### src/hdl/mbds_pkg.sv
`timescale 1ns / 1ps
package mbds_pkg;

    localparam int CNT_W     = 4;
    localparam int CFG_IDX_W = 8;

    localparam logic [CFG_IDX_W-1:0] CFG_SEP_BYTES       = CFG_IDX_W'(0);
    localparam logic [CFG_IDX_W-1:0] CFG_SEP_LENGTH      = CFG_IDX_W'(1);
    localparam logic [CFG_IDX_W-1:0] CFG_MAX_FIELD_BYTES = CFG_IDX_W'(2);
    localparam logic [CFG_IDX_W-1:0] CFG_MAX_FIELDS      = CFG_IDX_W'(3);

    typedef struct packed {
        logic [31:0] sep_bytes;
        logic [2:0]  sep_length;
        logic [7:0]  max_field_bytes;
        logic [15:0] max_fields;
    } cfg_t;

    typedef struct packed {
        logic             sep_hit;
        logic [15:0]      hit_field;
        logic             hit_kept;
        logic [CNT_W-1:0] byte_count;
        logic [15:0]      field;
        logic             kept;
        logic             last;
        logic [15:0]      total;
    } cmd_t;

endpackage

### src/hdl/mbds_queue.sv
`timescale 1ns / 1ps
module mbds_queue #(
    parameter int WIDTH = 8,
    parameter int DEPTH = 4
) (
    input  logic             clk,
    input  logic             rst_n,
    input  logic             push,
    input  logic [WIDTH-1:0] push_data,
    input  logic             pop,
    output logic [WIDTH-1:0] head,
    output logic             full,
    output logic             empty
);

    localparam int AW = $clog2(DEPTH);
    localparam int CW = $clog2(DEPTH + 1);

    logic [WIDTH-1:0] mem [DEPTH];
    logic [AW-1:0]    wr_ptr_reg, wr_ptr_next;
    logic [AW-1:0]    rd_ptr_reg, rd_ptr_next;
    logic [CW-1:0]    count_reg, count_next;

    always_comb
    begin
        wr_ptr_next = wr_ptr_reg;
        rd_ptr_next = rd_ptr_reg;
        count_next  = count_reg;
        if (push)
        begin
            wr_ptr_next = (wr_ptr_reg == AW'(DEPTH - 1)) ? '0 : wr_ptr_reg + AW'(1);
        end
        if (pop)
        begin
            rd_ptr_next = (rd_ptr_reg == AW'(DEPTH - 1)) ? '0 : rd_ptr_reg + AW'(1);
        end
        if (push && !pop)
        begin
            count_next = count_reg + CW'(1);
        end
        else if (pop && !push)
        begin
            count_next = count_reg - CW'(1);
        end
    end

    always_ff @(posedge clk or negedge rst_n)
    begin
        if (!rst_n)
        begin
            wr_ptr_reg <= '0;
            rd_ptr_reg <= '0;
            count_reg  <= '0;
        end
        else
        begin
            wr_ptr_reg <= wr_ptr_next;
            rd_ptr_reg <= rd_ptr_next;
            count_reg  <= count_next;
        end
    end

    always_ff @(posedge clk)
    begin
        if (push)
        begin
            mem[wr_ptr_reg] <= push_data;
        end
    end

    assign head  = mem[rd_ptr_reg];
    assign full  = (count_reg == CW'(DEPTH));
    assign empty = (count_reg == '0);

endmodule

### src/hdl/mbds_front.sv
`timescale 1ns / 1ps
module mbds_front
    import mbds_pkg::*;
#(
    parameter int SEP_MAX = 4
) (
    input  logic                    clk,
    input  logic                    rst_n,
    input  cfg_t                    cfg,
    input  logic                    in_fire,
    input  logic [7:0]              data_byte,
    input  logic                    byte_present,
    input  logic                    string_last,
    output logic                    push,
    output cmd_t                    cmd,
    output logic [SEP_MAX-1:0][7:0] cmd_bytes
);

    localparam int XW = 2 * SEP_MAX;
    localparam int SW = 8 * SEP_MAX + 32;

    logic [SEP_MAX-1:0][7:0] win_reg, win_next;
    logic [CNT_W-1:0]        fill_reg, fill_next;
    logic [15:0]             field_reg, field_next;
    logic [7:0]              bif_reg, bif_next;

    logic [SW-1:0]           sep_ext;
    logic [SEP_MAX-1:0][7:0] sep;
    logic [CNT_W-1:0]        len;
    logic [XW-1:0][7:0]      winx;
    logic [CNT_W-1:0]        fill_a;
    logic                    hit;
    logic [SEP_MAX:0]        ok;
    logic [CNT_W-1:0]        rel;
    logic [7:0]              room;
    logic [CNT_W-1:0]        emit_cnt;
    logic                    kept_cur;
    logic                    kept_inc;
    logic [15:0]             field_inc;
    logic [15:0]             field_fin;

    always_comb
    begin
        sep_ext = SW'(cfg.sep_bytes);
        for (int k = 0; k < SEP_MAX; k++)
        begin
            sep[k] = sep_ext[8*k +: 8];
        end

        if (cfg.sep_length == 3'd0)
        begin
            len = CNT_W'(1);
        end
        else if (CNT_W'(cfg.sep_length) > CNT_W'(SEP_MAX))
        begin
            len = CNT_W'(SEP_MAX);
        end
        else
        begin
            len = CNT_W'(cfg.sep_length);
        end

        for (int i = 0; i < SEP_MAX; i++)
        begin
            winx[i] = (byte_present && CNT_W'(i) == fill_reg) ? data_byte : win_reg[i];
        end
        for (int i = SEP_MAX; i < XW; i++)
        begin
            winx[i] = 8'd0;
        end
        fill_a = byte_present ? fill_reg + CNT_W'(1) : fill_reg;

        hit = byte_present && (fill_a >= len);
        for (int i = 0; i < SEP_MAX; i++)
        begin
            if (CNT_W'(i) < fill_a && winx[i] != sep[i])
            begin
                hit = 1'b0;
            end
        end

        for (int s = 0; s <= SEP_MAX; s++)
        begin
            ok[s] = (CNT_W'(s) <= fill_a) && ((fill_a - CNT_W'(s)) < len);
            for (int i = 0; i < SEP_MAX; i++)
            begin
                if (CNT_W'(i) < fill_a - CNT_W'(s) && winx[i+s] != sep[i])
                begin
                    ok[s] = 1'b0;
                end
            end
        end

        rel = fill_a;
        for (int s = SEP_MAX; s >= 0; s--)
        begin
            if (ok[s])
            begin
                rel = CNT_W'(s);
            end
        end
        if (hit)
        begin
            rel = '0;
        end
        else if (string_last)
        begin
            rel = fill_a;
        end

        room     = (cfg.max_field_bytes > bif_reg) ? cfg.max_field_bytes - bif_reg : 8'd0;
        kept_cur = (field_reg < cfg.max_fields);
        if (!kept_cur)
        begin
            emit_cnt = '0;
        end
        else if (8'(rel) < room)
        begin
            emit_cnt = rel;
        end
        else
        begin
            emit_cnt = CNT_W'(room);
        end

        field_inc = (field_reg == 16'hFFFF) ? field_reg : field_reg + 16'd1;
        kept_inc  = (field_inc < cfg.max_fields);
        field_fin = hit ? field_inc : field_reg;
    end

    // advance window and field counters
    always_comb
    begin
        win_next   = win_reg;
        fill_next  = fill_reg;
        field_next = field_reg;
        bif_next   = bif_reg;
        if (in_fire && (byte_present || string_last))
        begin
            if (hit || string_last)
            begin
                win_next   = '0;
                fill_next  = '0;
                bif_next   = 8'd0;
                field_next = string_last ? 16'd0 : field_inc;
            end
            else
            begin
                for (int i = 0; i < SEP_MAX; i++)
                begin
                    win_next[i] = 8'd0;
                    for (int j = 0; j < XW; j++)
                    begin
                        if (CNT_W'(j) == CNT_W'(i) + rel)
                        begin
                            win_next[i] = winx[j];
                        end
                    end
                end
                fill_next = fill_a - rel;
                bif_next  = bif_reg + 8'(emit_cnt);
            end
        end
    end

    always_ff @(posedge clk or negedge rst_n)
    begin
        if (!rst_n)
        begin
            win_reg   <= '0;
            fill_reg  <= '0;
            field_reg <= '0;
            bif_reg   <= '0;
        end
        else
        begin
            win_reg   <= win_next;
            fill_reg  <= fill_next;
            field_reg <= field_next;
            bif_reg   <= bif_next;
        end
    end

    always_comb
    begin
        push           = in_fire && (hit || emit_cnt != '0 || string_last);
        cmd.sep_hit    = hit;
        cmd.hit_field  = field_reg;
        cmd.hit_kept   = kept_cur;
        cmd.byte_count = emit_cnt;
        cmd.field      = field_fin;
        cmd.kept       = hit ? kept_inc : kept_cur;
        cmd.last       = string_last;
        cmd.total      = (field_fin == 16'hFFFF) ? field_fin : field_fin + 16'd1;
        for (int i = 0; i < SEP_MAX; i++)
        begin
            cmd_bytes[i] = winx[i];
        end
    end

endmodule

### src/hdl/mbds_back.sv
`timescale 1ns / 1ps
module mbds_back
    import mbds_pkg::*;
#(
    parameter int SEP_MAX = 4
) (
    input  logic                    clk,
    input  logic                    rst_n,
    input  logic                    q_empty,
    input  cmd_t                    head,
    input  logic [SEP_MAX-1:0][7:0] head_bytes,
    output logic                    pop,
    output logic                    out_valid,
    input  logic                    out_stall,
    output logic [7:0]              out_byte,
    output logic                    out_byte_valid,
    output logic [15:0]             field_number,
    output logic                    field_kept,
    output logic                    field_done,
    output logic                    string_done,
    output logic [15:0]             total_fields,
    output logic                    run_last
);

    logic                    wk_valid_reg, wk_valid_next;
    logic                    hit_pend_reg, hit_pend_next;
    logic                    end_pend_reg, end_pend_next;
    logic [CNT_W-1:0]        left_reg, left_next;
    logic [SEP_MAX-1:0][7:0] sr_reg, sr_next;
    cmd_t                    wk_reg, wk_next;

    logic                    out_valid_reg, out_valid_next;
    logic [7:0]              out_byte_reg, out_byte_next;
    logic                    out_bv_reg, out_bv_next;
    logic [15:0]             field_reg, field_next;
    logic                    kept_reg, kept_next;
    logic                    fdone_reg, fdone_next;
    logic                    sdone_reg, sdone_next;
    logic [15:0]             total_reg, total_next;
    logic                    rlast_reg, rlast_next;

    logic                    adv;
    logic                    emit;
    logic                    fin;
    logic [7:0]              r_byte;
    logic                    r_bv;
    logic [15:0]             r_field;
    logic                    r_kept;
    logic                    r_fdone;
    logic                    r_sdone;

    always_comb
    begin
        adv     = !out_valid_reg || !out_stall;
        emit    = wk_valid_reg && adv;
        r_byte  = 8'd0;
        r_bv    = 1'b0;
        r_field = wk_reg.field;
        r_kept  = wk_reg.kept;
        fin     = 1'b1;
        if (hit_pend_reg)
        begin
            r_field = wk_reg.hit_field;
            r_kept  = wk_reg.hit_kept;
            fin     = (left_reg == '0) && !end_pend_reg;
        end
        else if (left_reg != '0)
        begin
            r_byte = sr_reg[0];
            r_bv   = 1'b1;
            fin    = (left_reg == CNT_W'(1)) && !end_pend_reg;
        end
        r_sdone = fin && wk_reg.last;
        r_fdone = !r_bv || r_sdone;
        pop     = !q_empty && (!wk_valid_reg || (emit && fin));
    end

    always_comb
    begin
        wk_valid_next = wk_valid_reg;
        hit_pend_next = hit_pend_reg;
        end_pend_next = end_pend_reg;
        left_next     = left_reg;
        sr_next       = sr_reg;
        wk_next       = wk_reg;
        if (emit)
        begin
            if (hit_pend_reg)
            begin
                hit_pend_next = 1'b0;
            end
            else if (left_reg != '0)
            begin
                left_next = left_reg - CNT_W'(1);
                for (int i = 0; i < SEP_MAX - 1; i++)
                begin
                    sr_next[i] = sr_reg[i+1];
                end
                sr_next[SEP_MAX-1] = 8'd0;
            end
            else
            begin
                end_pend_next = 1'b0;
            end
            if (fin)
            begin
                wk_valid_next = 1'b0;
            end
        end
        if (pop)
        begin
            wk_valid_next = 1'b1;
            wk_next       = head;
            hit_pend_next = head.sep_hit;
            left_next     = head.byte_count;
            sr_next       = head_bytes;
            end_pend_next = head.last && (head.byte_count == '0);
        end
    end

    always_comb
    begin
        out_valid_next = adv ? wk_valid_reg : out_valid_reg;
        out_byte_next  = out_byte_reg;
        out_bv_next    = out_bv_reg;
        field_next     = field_reg;
        kept_next      = kept_reg;
        fdone_next     = fdone_reg;
        sdone_next     = sdone_reg;
        total_next     = total_reg;
        rlast_next     = rlast_reg;
        if (emit)
        begin
            out_byte_next = r_byte;
            out_bv_next   = r_bv;
            field_next    = r_field;
            kept_next     = r_kept;
            fdone_next    = r_fdone;
            sdone_next    = r_sdone;
            total_next    = r_sdone ? wk_reg.total : 16'd0;
            rlast_next    = fin;
        end
    end

    always_ff @(posedge clk or negedge rst_n)
    begin
        if (!rst_n)
        begin
            wk_valid_reg  <= 1'b0;
            hit_pend_reg  <= 1'b0;
            end_pend_reg  <= 1'b0;
            left_reg      <= '0;
            out_valid_reg <= 1'b0;
        end
        else
        begin
            wk_valid_reg  <= wk_valid_next;
            hit_pend_reg  <= hit_pend_next;
            end_pend_reg  <= end_pend_next;
            left_reg      <= left_next;
            out_valid_reg <= out_valid_next;
        end
    end

    always_ff @(posedge clk)
    begin
        sr_reg       <= sr_next;
        wk_reg       <= wk_next;
        out_byte_reg <= out_byte_next;
        out_bv_reg   <= out_bv_next;
        field_reg    <= field_next;
        kept_reg     <= kept_next;
        fdone_reg    <= fdone_next;
        sdone_reg    <= sdone_next;
        total_reg    <= total_next;
        rlast_reg    <= rlast_next;
    end

    assign out_valid      = out_valid_reg;
    assign out_byte       = out_byte_reg;
    assign out_byte_valid = out_bv_reg;
    assign field_number   = field_reg;
    assign field_kept     = kept_reg;
    assign field_done     = fdone_reg;
    assign string_done    = sdone_reg;
    assign total_fields   = total_reg;
    assign run_last       = rlast_reg;

endmodule

### src/hdl/multi_byte_delimiter_splitter_unit.sv
`timescale 1ns / 1ps
// Path: a beat's command is queued, then popped into the back end's work register; its results
// leave through the output register. Throughput: one input beat per cycle unless the queue is
// full; one result beat per cycle unless out_stall is high, so a beat with n results (up to
// SEP_MAX) holds the back end while the 4-entry front-to-back command queue absorbs such bursts.
// Reset (rst_n low, asynchronous): window, field and byte counters and queue clear;
// registers return to separator ',', length 1, 255 bytes per field, 16 fields.
module multi_byte_delimiter_splitter_unit
    import mbds_pkg::*;
#(
    parameter int SEP_MAX = 4
) (
    input  logic                 clk,
    input  logic                 rst_n,
    input  logic                 in_valid,
    output logic                 in_stall,
    input  logic [7:0]           data_byte,
    input  logic                 byte_present,
    input  logic                 string_last,
    output logic                 out_valid,
    input  logic                 out_stall,
    output logic [7:0]           out_byte,
    output logic                 out_byte_valid,
    output logic [15:0]          field_number,
    output logic                 field_kept,
    output logic                 field_done,
    output logic                 string_done,
    output logic [15:0]          total_fields,
    output logic                 run_last,
    input  logic                 cfg_valid,
    output logic                 cfg_ready,
    input  logic [CFG_IDX_W-1:0] cfg_index,
    input  logic [31:0]          cfg_data
);

    localparam int CMD_W   = $bits(cmd_t);
    localparam int QW      = CMD_W + 8 * SEP_MAX;
    localparam int Q_DEPTH = 4;

    cfg_t                    cfg_reg, cfg_next;
    logic                    in_fire;
    logic                    push;
    cmd_t                    cmd;
    logic [SEP_MAX-1:0][7:0] cmd_bytes;
    logic [QW-1:0]           q_head;
    logic                    q_full;
    logic                    q_empty;
    logic                    pop;
    cmd_t                    head_cmd;
    logic [SEP_MAX-1:0][7:0] head_bytes;

    always_comb
    begin
        cfg_next = cfg_reg;
        if (cfg_valid && cfg_ready)
        begin
            case (cfg_index)
                CFG_SEP_BYTES:       cfg_next.sep_bytes       = cfg_data;
                CFG_SEP_LENGTH:      cfg_next.sep_length      = cfg_data[2:0];
                CFG_MAX_FIELD_BYTES: cfg_next.max_field_bytes = cfg_data[7:0];
                CFG_MAX_FIELDS:      cfg_next.max_fields      = cfg_data[15:0];
                default:             cfg_next = cfg_reg;
            endcase
        end
    end

    always_ff @(posedge clk or negedge rst_n)
    begin
        if (!rst_n)
        begin
            cfg_reg.sep_bytes       <= 32'd44;
            cfg_reg.sep_length      <= 3'd1;
            cfg_reg.max_field_bytes <= 8'd255;
            cfg_reg.max_fields      <= 16'd16;
        end
        else
        begin
            cfg_reg <= cfg_next;
        end
    end

    assign cfg_ready = 1'b1;
    assign in_stall  = q_full;
    assign in_fire   = in_valid && !in_stall;

    mbds_front #(
        .SEP_MAX (SEP_MAX)
    ) u_front (
        .clk          (clk),
        .rst_n        (rst_n),
        .cfg          (cfg_reg),
        .in_fire      (in_fire),
        .data_byte    (data_byte),
        .byte_present (byte_present),
        .string_last  (string_last),
        .push         (push),
        .cmd          (cmd),
        .cmd_bytes    (cmd_bytes)
    );

    mbds_queue #(
        .WIDTH (QW),
        .DEPTH (Q_DEPTH)
    ) u_queue (
        .clk       (clk),
        .rst_n     (rst_n),
        .push      (push),
        .push_data ({cmd, cmd_bytes}),
        .pop       (pop),
        .head      (q_head),
        .full      (q_full),
        .empty     (q_empty)
    );

    assign head_cmd   = cmd_t'(q_head[QW-1 -: CMD_W]);
    assign head_bytes = q_head[8*SEP_MAX-1:0];

    mbds_back #(
        .SEP_MAX (SEP_MAX)
    ) u_back (
        .clk            (clk),
        .rst_n          (rst_n),
        .q_empty        (q_empty),
        .head           (head_cmd),
        .head_bytes     (head_bytes),
        .pop            (pop),
        .out_valid      (out_valid),
        .out_stall      (out_stall),
        .out_byte       (out_byte),
        .out_byte_valid (out_byte_valid),
        .field_number   (field_number),
        .field_kept     (field_kept),
        .field_done     (field_done),
        .string_done    (string_done),
        .total_fields   (total_fields),
        .run_last       (run_last)
    );

endmodule

### config.mk
export PLATFORM = sky130hd
export DESIGN_NAME = multi_byte_delimiter_splitter_unit
export DESIGN_NICKNAME = d
export VERILOG_FILES = /design/src/hdl/mbds_pkg.sv /design/src/hdl/mbds_queue.sv /design/src/hdl/mbds_front.sv /design/src/hdl/mbds_back.sv /design/src/hdl/multi_byte_delimiter_splitter_unit.sv
export SDC_FILE = /design/constraint.sdc
export NUM_CORES = 1
export LEC_CHECK = 0
export BUFFER_PORTS_ARGS = -buffer_cell sky130_fd_sc_hd__buf_2
export CORE_AREA = 3 3 243 197
export CTS_BUF_LIST = sky130_fd_sc_hd__clkbuf_4
export DETAILED_ROUTE_END_ITERATION = 8
export DIE_AREA = 0 0 246 200
export GPL_TIMING_DRIVEN = 0
export PLACE_DENSITY = 0.92
export SLEW_MARGIN = 20
export SYNTH_ARGS = -nofsm -noshare
export SYNTH_HDL_FRONTEND = slang
export SYNTH_SLANG_ARGS = --single-unit
### constraint.sdc
create_clock -name clk -period 9.2 [get_ports clk]
set_input_delay 0.92 -clock clk [delete_from_list [all_inputs] [get_ports clk]]
set_output_delay 0.92 -clock clk [all_outputs]
set_load 0.005 [all_outputs]
==> Word-level counts from Yosys, hierarchy flattened <==
Memory sizes are Yosys's and may differ from the RTL's.
Index checks and enable logic that the tools add are counted.
{ "op_classes": {"n_addsub": 18, "n_lt_le_gt_ge": 36, "eq_ne": 52, "muxes": 110, "bitwise": 1, "reduce_logical": 87} }
{ "ops": {"columns": ["op", "n"], "rows": [
  ["$mux W8", 38],
  ["$mux W32", 5],
  ["$mux W16", 5],
  ["$ne A8 B8 Y1", 10],
  ["$eq A3 B4 Y1 const A", 16],
  ["$mux W4", 15],
  ["$logic_and A1 B1 Y1", 42],
  ["$mux W1", 41],
  ["$eq A2 B4 Y1 const A", 10],
  ["$lt A1 B4 Y1 const A", 10],
  ["$lt A2 B4 Y1 const A", 10],
  ["$add A16 B1 Y16 const B", 2],
  ["$eq A16 B16 Y1 const B", 2],
  ["$lt A16 B16 Y1", 2],
  ["$reduce_bool A8 Y1", 4],
  ["$logic_not A4 Y1", 7],
  ["$eq A1 B4 Y1 const A", 5],
  ["$lt A4 B3 Y1", 5],
  ["$eq A8 B2 Y1 const B", 2],
  ["$mux W3", 4],
  ["$reduce_and A2 Y1", 6],
  ["$logic_not A1 Y1", 9],
  ["$add A2 B4 Y4 const A", 2],
  ["$add A8 B4 Y8", 1],
  ["other kinds (31)", 51]
]} }
{ "totals": {"reg_bits": 262, "mem_bits_rw": 352, "inputBits": 55, "output_inout_bits": 48, "wordCells": 342, "memories": 1} }
{ "memory_table": {"columns": ["name", "words", "width", "rd", "rd_ports_with_merged_regs", "write_ports", "line_no", "text"], "rows": [
  ["u_queue.mem", 4, 88, 1, 0, 1, "mbds_queue.sv:19", "logic [WIDTH-1:0] mem [DEPTH];"]
]} }

==> Longest topological paths before layout <==
Gate-level depths: netlist (run 1).
{ "logic_depth": {"word_depth": 27, "ltp_mapped": 33, "ltp_nobuf": 31} }

==> By module <==
Synthesis (run 1) repeated with hierarchy kept, for this count alone.
{ "unflattened": {"hier_cells": 2085, "hier_area_um2": 29971.2} }
{ "modules_own_cells": {"columns": ["mod", "instances", "cells_per_inst", "area_per_inst_um2", "seq_area_each_um2"], "rows": [
  ["mbds_queue", 1, 497, 13202.7, 10745.3],
  ["mbds_front", 1, 1195, 9220.1, 1501.4],
  ["mbds_back", 1, 260, 5083.6, 4043.9],
  ["multi_byte_delimiter_splitter_unit", 1, 133, 2464.9, 1492.7]
]} }

==> Worst setup path before layout (run 1) <==
Ideal clock, no wire load.
{ "synth_path": {"kind": "input port to flip-flop", "start": "input byte_present", "end": "memory u_queue.mem[0][0] in the netlist's numbering (enable)", "setup_ns": 0.456, "t_arrival_ns": 7.325, "required_time_ns": 8.744, "path_slack_ns": 1.419, "stages": 22, "n_path_buf": 2, "path_cell_list": "buf_6 -> and2_1 -> xnor2_1 -> ha_1 -> inv_1 -> ha_1 -> a221o_1 -> a221oi_1 -> o211ai_1 -> o311ai_2 -> nand2_1 -> nor2_1 -> clkbuf_1 -> ha_1 -> o21ai_0 -> nand2b_1 -> a21oi_1 -> a21o_1 -> nor3_1 -> o41ai_1 -> a21o_2 -> and2_1"} }
{ "synth_between": {"elab_chain_len": 24, "elab_cells_between_ends": 120, "cone_classes": "add/sub (4); order compare (32); eq/ne (10); mux (40); reduce/logical (34)"} }
{ "synth_lines": {"columns": ["element", "line_no", "text"], "rows": [
  ["from (decl)", "multi_byte_delimiter_splitter_unit.sv:18", "input logic byte_present,"],
  ["$mux W4", "mbds_front.sv:71", "fill_a = byte_present ? fill_reg + CNT_W'(1) : fill_reg;"],
  ["$sub A4 B3 Y4", "mbds_front.sv:84, mbds_front.sv:87", null],
  ["$lt A4 B3 Y1 or $lt A1 B4 Y1 (tied branches)", "mbds_front.sv:84, mbds_front.sv:87", null],
  ["$logic_and A1 B1 Y1 (on tied branches)", "mbds_front.sv:84, mbds_front.sv:87", null],
  ["$mux W1 (4 in series)", "mbds_front.sv:87", "if (CNT_W'(i) < fill_a - CNT_W'(s) && winx[i+s] != sep[i])"],
  ["$mux W4 (5 in series)", "mbds_front.sv:97", "if (ok[s])"],
  ["$mux W4", "mbds_front.sv:106", "else if (string_last)"],
  ["$mux W4", "mbds_front.sv:102", "if (hit)"],
  ["$lt A4 B8 Y1", "mbds_front.sv:117", "else if (8'(rel) < room)"],
  ["$mux W4", "mbds_front.sv:117", null],
  ["$mux W4", "mbds_front.sv:113", "if (!kept_cur)"],
  ["$reduce_bool A4 Y1", "mbds_front.sv:186", "push = in_fire && (hit || emit_cnt != '0 || string_last);"],
  ["$logic_or A1 B1 Y1 (*) (2 in series)", "mbds_front.sv:186", null],
  ["$logic_and A1 B1 Y1 (*)", "mbds_front.sv:186", null],
  ["named net push", "multi_byte_delimiter_splitter_unit.sv:42", "logic push;"],
  ["$mux W1 (*)", "mbds_queue.sv:65", "if (push)"],
  ["$mux W1 (implied by the code) (*)", "mbds_queue.sv:67", "mem[wr_ptr_reg] <= push_data;"],
  ["to (decl)", "mbds_queue.sv:19", null]
]} }
The timed path passes the listed nets; every way through them passes the cells marked *.

==> results.sh, run 1 <==
export IMPL_status="complete, no violations"
export IMPL_setup_viol=0
export IMPL_hold_path_class="input pin to flip-flop"
export IMPL_seqPwrFrac_pct=41.2
export IMPL_critPathSlowestCell="mux2i_2"
export IMPL_grtUsageTotal_pct=35.4
export IMPL_drtPass1Iterations=8
export IMPL_cp_end_kind="flip-flop"
export IMPL_r2r_cells=31
export IMPL_clock_sinks=614
export IMPL_rows=70
export IMPL_syn_instance_count=2208
export IMPL_tns_ns=0
export IMPL_p_int_uw=6350
export IMPL_stdcell_count=3206
export IMPL_synth_top_flop_cell="edfxtp_1"
export IMPL_grt_pass1_vias=21221
export IMPL_max_freq_ghz=0.117
export IMPL_clockBufferDepth=3
export IMPL_synth_top_area_share_pct=48.7
export IMPL_async_reset_ff_share_pct=21.8
export IMPL_grt_max_degree=76
export IMPL_drt_iter0_markers=3061
export IMPL_holdPathEnd="cfg_reg[54]$_DFFE_PN0P_"
export IMPL_yosys_warnings=0
export IMPL_p_switching_uw=3740
export IMPL_fillers=2811
export IMPL_power_frac_clock_pct=23.0
export IMPL_ys_seq_elements=614
export IMPL_critical_path_class="flip-flop to flip-flop"
export IMPL_tightestPinTransition_ns=1.25
export IMPL_avgSynthCellArea_um2=13.4
export IMPL_crit_arrival_ns=9.29
export IMPL_numCtsBuffers=150
export IMPL_yosys_top_cells_area="edfxtp_1 49%, dfrtp_1 10%, mux4_2 6.7%, ha_1 3.5%, mux2_2 3.2%"
export IMPL_p_sw_share_pct=37.1
export IMPL_worst_r2r_endpoint="u_front.bif_reg[7]$_DFFE_PN0P_"
export IMPL_crit_top_cell="ha_1"
export IMPL_cp_slowest_stage_delay_ns=0.64
export IMPL_critical_path_max_fanout=12
export IMPL_cellPowerDensity_mw_per_mm2=305
export IMPL_vias=21395
export IMPL_antenna_found_initial=2
export IMPL_relSlewSlack_pct=15.6
export IMPL_yosysMostFrequentCell="edfxtp_1"
export IMPL_routedWlPerCell_um=26.8
export IMPL_crit_family="compound AO/OA/AOI/OAI gates"
export IMPL_drv_slew=0
export IMPL_leakage_uw=0.0129
export IMPL_area_growth_pct=11.9
export IMPL_port_buffers=94
export IMPL_period_share_pct=92.5
export IMPL_wl_um=86000
export IMPL_cts_tree="yes"
export IMPL_synth_top_area_cell="edfxtp_1"
export IMPL_period_needed_ns=8.51
export IMPL_clock_latency_ns=0.96
export IMPL_post_cts_setup_buffer_count=0
export IMPL_peakVddDrop_mv=0.170
export IMPL_dpl_hpwl_um=58400
export IMPL_critical_path_required_ns=9.97
export IMPL_critPathBufInv=5
export IMPL_regToRegStartpoint="u_front.fill_reg[0]$_DFFE_PN0P_"
export IMPL_synth_area_mm2=0.0296
export IMPL_fin_nets=2608
export IMPL_root_buffer="clkbuf_4"
export IMPL_hold_start="cfg_data[27]"
export IMPL_die_h_um=200
export IMPL_skew_ns=0.106
export IMPL_whs_path_depth=2
export IMPL_rsz0062_at_grt="false"
export IMPL_grt_pass1_wl_um=129000
export IMPL_ff2ff_setup_slack_ns=0.69
export IMPL_yosysSeqAreaShare_pct=60.0
export IMPL_stdcell_area_mm2=0.0331
export IMPL_gp_congestion=0.983
export IMPL_fin_util_pct=72.6
export IMPL_ant_nets=0
export IMPL_synth_common_cells="480 x edfxtp_1, 223 x nand2_1, 121 x dfrtp_1, 103 x inv_1, 95 x nor2_1"
export IMPL_startpoint_type="flip-flop"
export IMPL_cap_violations=0
export IMPL_drc=0
export IMPL_pwr_share_comb_pct=35.8
export IMPL_vias_per_cell=6.67
export IMPL_clk_pin_slew_ns=0.08
export IMPL_place_inst=2925
export IMPL_synth_edf_count=480
export IMPL_hold_viol_final=0
export IMPL_htree_num_levels=4
export IMPL_ios=103
export IMPL_largest_register_ffs=352
export IMPL_setup_slack_ns=0.687
export IMPL_drive_gt1_share_pct=24.2
export IMPL_synth_cell_types=104
export IMPL_grt_ovfl_total=0
export IMPL_initial_core_util_pct=64.9
export IMPL_dieWidth_um=246
export IMPL_syn_num_nets=2349
export IMPL_place_ws_ns=0.504
export IMPL_placed_cell_area_mm2=0.0311
export IMPL_die_area_mm2=0.0492
export IMPL_coreArea_mm2=0.0456
## layout by cell type (no fill, tap or decap), types with 14 or more instances in the layout
cell	instances
clkbuf_4	232
o21ai_0	66
mux2_2	84
inv_1	102
dfrtp_1	121
a21oi_1	63
nor3_1	27
buf_1	15
xor2_1	89
ha_1	82
a32o_1	16
xnor2_1	58
nor4_1	29
clkinv_1	22
nand2_1	223
o22ai_1	14
and3_1	31
a31oi_1	16
edfxtp_1	480
nor2_1	95
nand4_1	24
mux4_2	88
clkbuf_1	86
nand2b_1	14
nand3_1	52
nor2b_1	15
buf_2	109
and2_1	21
## power by group through the flow
| stage | Combinational (µW) | Sequential (µW) | Clock [µW] |
|---|---|---|---|
| after floorplan | 2320 | 4100 | 0 |
| after global placement | 3210 | 4180 | 0 |
| after detailed placement | 3450 | 4180 | 0 |
| after CTS | 3500 | 4140 | 2340 |
| after global routing | 3820 | 4190 | 2480 |
| final | 3610 | 4160 | 2320 |
## cell type report
class	count	area, µm²	share of cell area (%)
timing repair buffer	107	744	2.25
inverter	110	415	1.25
buffer	132	576	1.74
tap	612	766	2.31
clock inverter	45	241	0.729
clock buffer	232	1740	5.26
sequential	614	17800	53.7
antenna	2	5.00	0.0151
multi-input combinational	1352	10900	32.8
## metrics by stage
stage	hold WS [ns]	power (µW)
6_report	0.242	10100
5_1_grt	0.207	10500
4_1_cts	0.205	9990
3_5_place_dp	0.474	7630
3_3_place_gp	0.470	7390
2_1_floorplan	0.450	6420
## what timing repair did
item,CTS,global route
endpoints found under the setup margin,0,1
hold buffers,1,0
gates resized for setup,0,3
endpoints found under the hold margin,59,0
## worst max-delay path by stage
stage | slack [ns] | start | end | depth (start not counted)
5_1_grt | 0.31 | u_front.fill_reg[0]$_DFFE_PN0P_ | u_front.bif_reg[7]$_DFFE_PN0P_ | 31
2_1_floorplan | 1.42 | byte_present | u_queue.mem[0][0]$_DFFE_PP_ | 22
3_5_place_dp | 0.50 | byte_present | u_front.bif_reg[7]$_DFFE_PN0P_ | 31
6_report | 0.69 | u_front.fill_reg[0]$_DFFE_PN0P_ | u_front.bif_reg[7]$_DFFE_PN0P_ | 31
4_1_cts | 0.73 | u_front.fill_reg[0]$_DFFE_PN0P_ | u_front.bif_reg[7]$_DFFE_PN0P_ | 31
3_3_place_gp | -1.85 | byte_present | u_queue.mem[0][80]$_DFFE_PP_ | 23
## layer usage
layer / global-route usage (%) / up-vias / share of wire (%)
met3: 9.43 / 331 / 13
met4: 15.4 / 0 / 4.4
li1: - / 8915 / -
met2: 54.2 / 1771 / 45
met1: 48.9 / 10378 / 38
met5: 0 / - / 0
## logic make-up (layout without fill, tap and decap cells)
| logic type | count (synthesis) | count (layout) | synth area share, % |
|---|---|---|---|
| AND/OR/NAND/NOR | 582 | 582 | 9.66 |
| flip-flops | 614 | 614 | 60.0 |
| buffers and inverters | 242 | 626 | 3.33 |
| other | 1 | 3 | 0.0127 |
| multiplexers | 190 | 190 | 10.5 |
| AO/OA/AOI/OAI | 344 | 344 | 8.24 |
| adder cells (fa/ha/maj) | 87 | 87 | 3.77 |
| XOR/XNOR | 148 | 148 | 4.42 |
Power figures use the tool's default switching activity.
==> run 2, diff against run 1 <==
--- a/config.mk
+++ b/config.mk
@@ -6,12 +6,12 @@
 export NUM_CORES = 1
 export LEC_CHECK = 0
 export BUFFER_PORTS_ARGS = -buffer_cell sky130_fd_sc_hd__buf_2
-export CORE_AREA = 3 3 243 197
+export CORE_AREA = 3 3 309 250
 export CTS_BUF_LIST = sky130_fd_sc_hd__clkbuf_4
 export DETAILED_ROUTE_END_ITERATION = 8
-export DIE_AREA = 0 0 246 200
+export DIE_AREA = 0 0 312 253
 export GPL_TIMING_DRIVEN = 0
-export PLACE_DENSITY = 0.92
+export PLACE_DENSITY = 0.64
 export SLEW_MARGIN = 20
 export SYNTH_ARGS = -nofsm -noshare
 export SYNTH_HDL_FRONTEND = slang
==> results.sh, run 2 (synthesis results as in run 1) <==
export IMPL_peakVddDrop_mv=0.141
export IMPL_vias=19921
export IMPL_cp_end_kind="flip-flop"
export IMPL_fillers=6726
export IMPL_hold_viol_final=0
export IMPL_rows=89
export IMPL_fin_nets=2616
export IMPL_numCtsBuffers=158
export IMPL_placed_cell_area_mm2=0.0317
export IMPL_htree_num_levels=4
export IMPL_place_ws_ns=0.501
export IMPL_coreArea_mm2=0.0739
export IMPL_ant_nets=0
export IMPL_drc=0
export IMPL_status="complete, no violations"
export IMPL_dieWidth_um=312
export IMPL_hold_path_class="input pin to flip-flop"
export IMPL_dpl_hpwl_um=59000
export IMPL_antenna_found_initial=3
export IMPL_drtPass1Iterations=6
export IMPL_most_common_layout_cells="480 x edfxtp_1, 240 x clkbuf_4, 223 x nand2_1"
export IMPL_place_inst=3315
export IMPL_grt_pass1_wl_um=125000
export IMPL_grt_pass1_vias=20130
export IMPL_clockBufferDepth=3
export IMPL_drt_iter0_markers=2016
export IMPL_drv_slew=0
export IMPL_port_buffers=94
export IMPL_startpoint_type="flip-flop"
export IMPL_holdWs_ns=0.179
export IMPL_critPathSlowestCell="clkbuf_1"
export IMPL_gp_congestion=0.943
export IMPL_stdcell_area_mm2=0.0337
export IMPL_skew_ns=0.0763
export IMPL_setup_viol=0
export IMPL_critical_path_class="flip-flop to flip-flop"
export IMPL_tightestPinTransition_ns=1.31
export IMPL_grt_max_degree=79
export IMPL_die_h_um=253
export IMPL_routedWlPerCell_um=22.8
export IMPL_die_area_mm2=0.0789
export IMPL_leakage_uw=0.0129
export IMPL_stdcell_count=3599
export IMPL_ios=103
export IMPL_grtUsageTotal_pct=21.0
export IMPL_vias_per_cell=5.54
export IMPL_cellPowerDensity_mw_per_mm2=295
export IMPL_drive_gt1_share_pct=24.1
export IMPL_clock_latency_ns=1.01
export IMPL_layout_commonest_cell="edfxtp_1"
export IMPL_initial_core_util_pct=40.1
export IMPL_cp_slowest_stage_delay_ns=0.67
export IMPL_crit_arrival_ns=9.54
export IMPL_root_buffer="clkbuf_4"
export IMPL_setup_slack_ns=0.524
export IMPL_critical_path_required_ns=10.06
export IMPL_rsz0062_at_grt="false"
export IMPL_area_growth_pct=13.8
export IMPL_cts_tree="yes"
export IMPL_largest_register_ffs=352
export IMPL_relSlewSlack_pct=11.7
export IMPL_max_freq_ghz=0.115
export IMPL_crit_top_cell="ha_1"
export IMPL_critical_path_max_fanout=12
export IMPL_fin_util_pct=45.6
export IMPL_cap_violations=0
export IMPL_clock_sinks=614
export IMPL_wl_um=82200
export IMPL_period_share_pct=94.3
export IMPL_clk_pin_slew_ns=0.07
export IMPL_grt_ovfl_total=0
export IMPL_period_needed_ns=8.68
## run 2: report_power, final
group,total (µW),internal (µW),switching (µW)
Sequential,4100,3870,231
Clock,2350,1250,1100
Combinational,3480,1310,2180
Total,9930,6420,3510
## run 2: layout make-up
class | count | area (µm²) | share of cell area [%]
Clock inverter | 36 | 224 | 0.664
Tap cell | 1001 | 1250 | 3.71
Antenna cell | 7 | 17.5 | 0.0520
Sequential cell | 614 | 17800 | 52.7
Multi-Input combinational cell | 1352 | 10900 | 32.3
Clock buffer | 240 | 1800 | 5.34
Timing Repair Buffer | 107 | 776 | 2.30
Inverter | 110 | 415 | 1.23
Buffer | 132 | 573 | 1.70
## run 2: critical path, delay by kind of cell (launching register included)
family,cells,cell delay (ns)
compound gates,10,2.00
mux,2,1.02
buf+inv,5,1.30
flops,1,0.38
simple gates,7,1.57
fa+ha+maj,5,1.71
xor+xnor,2,0.55
## run 2: what timing repair did
| action | 4_1_cts | 5_1_grt |
|---|---|---|
| hold endpoints to repair | 56 | 0 |
| hold buffers | 1 | 0 |
| buffers inserted | 0 | 0 |
| gates resized for setup | 0 | 0 |
## run 2: final timing paths
path	from	endpoint	slack, ns	cells after the start
max	u_front.fill_reg[0]$_DFFE_PN0P_	u_front.bif_reg[7]$_DFFE_PN0P_	0.52	31
min	cfg_data[19]	cfg_reg[46]$_DFFE_PN0P_	0.18	2
max reg2reg	u_front.fill_reg[0]$_DFFE_PN0P_	u_front.bif_reg[7]$_DFFE_PN0P_	0.52	31
min reg2reg	u_back.sr_reg[25]$_SDFFCE_PN0P_	u_back.sr_reg[17]$_DFFE_PP_	0.50	2
max in group asynchronous	rst_n	cfg_reg[23]$_DFFE_PN1P_	7.92	3
min in group asynchronous	rst_n	u_front.win_reg[27]$_DFFE_PN0P_	0.44	2
## run 2: metrics by stage
stage                     total power (µW)  TNS, ns
after floorplan                       6420        0
after global placement                7500  -741.88
after detailed placement              7600        0
after CTS                             9990        0
after global routing                 10500        0
final                                 9930        0
## run 2: layer usage
metal  GRT usage [%]  part of all wire [%]
met5               0                     0
met4            6.91                   2.4
met3            5.07                   8.8
met2            29.9                    42
met1            31.4                    47
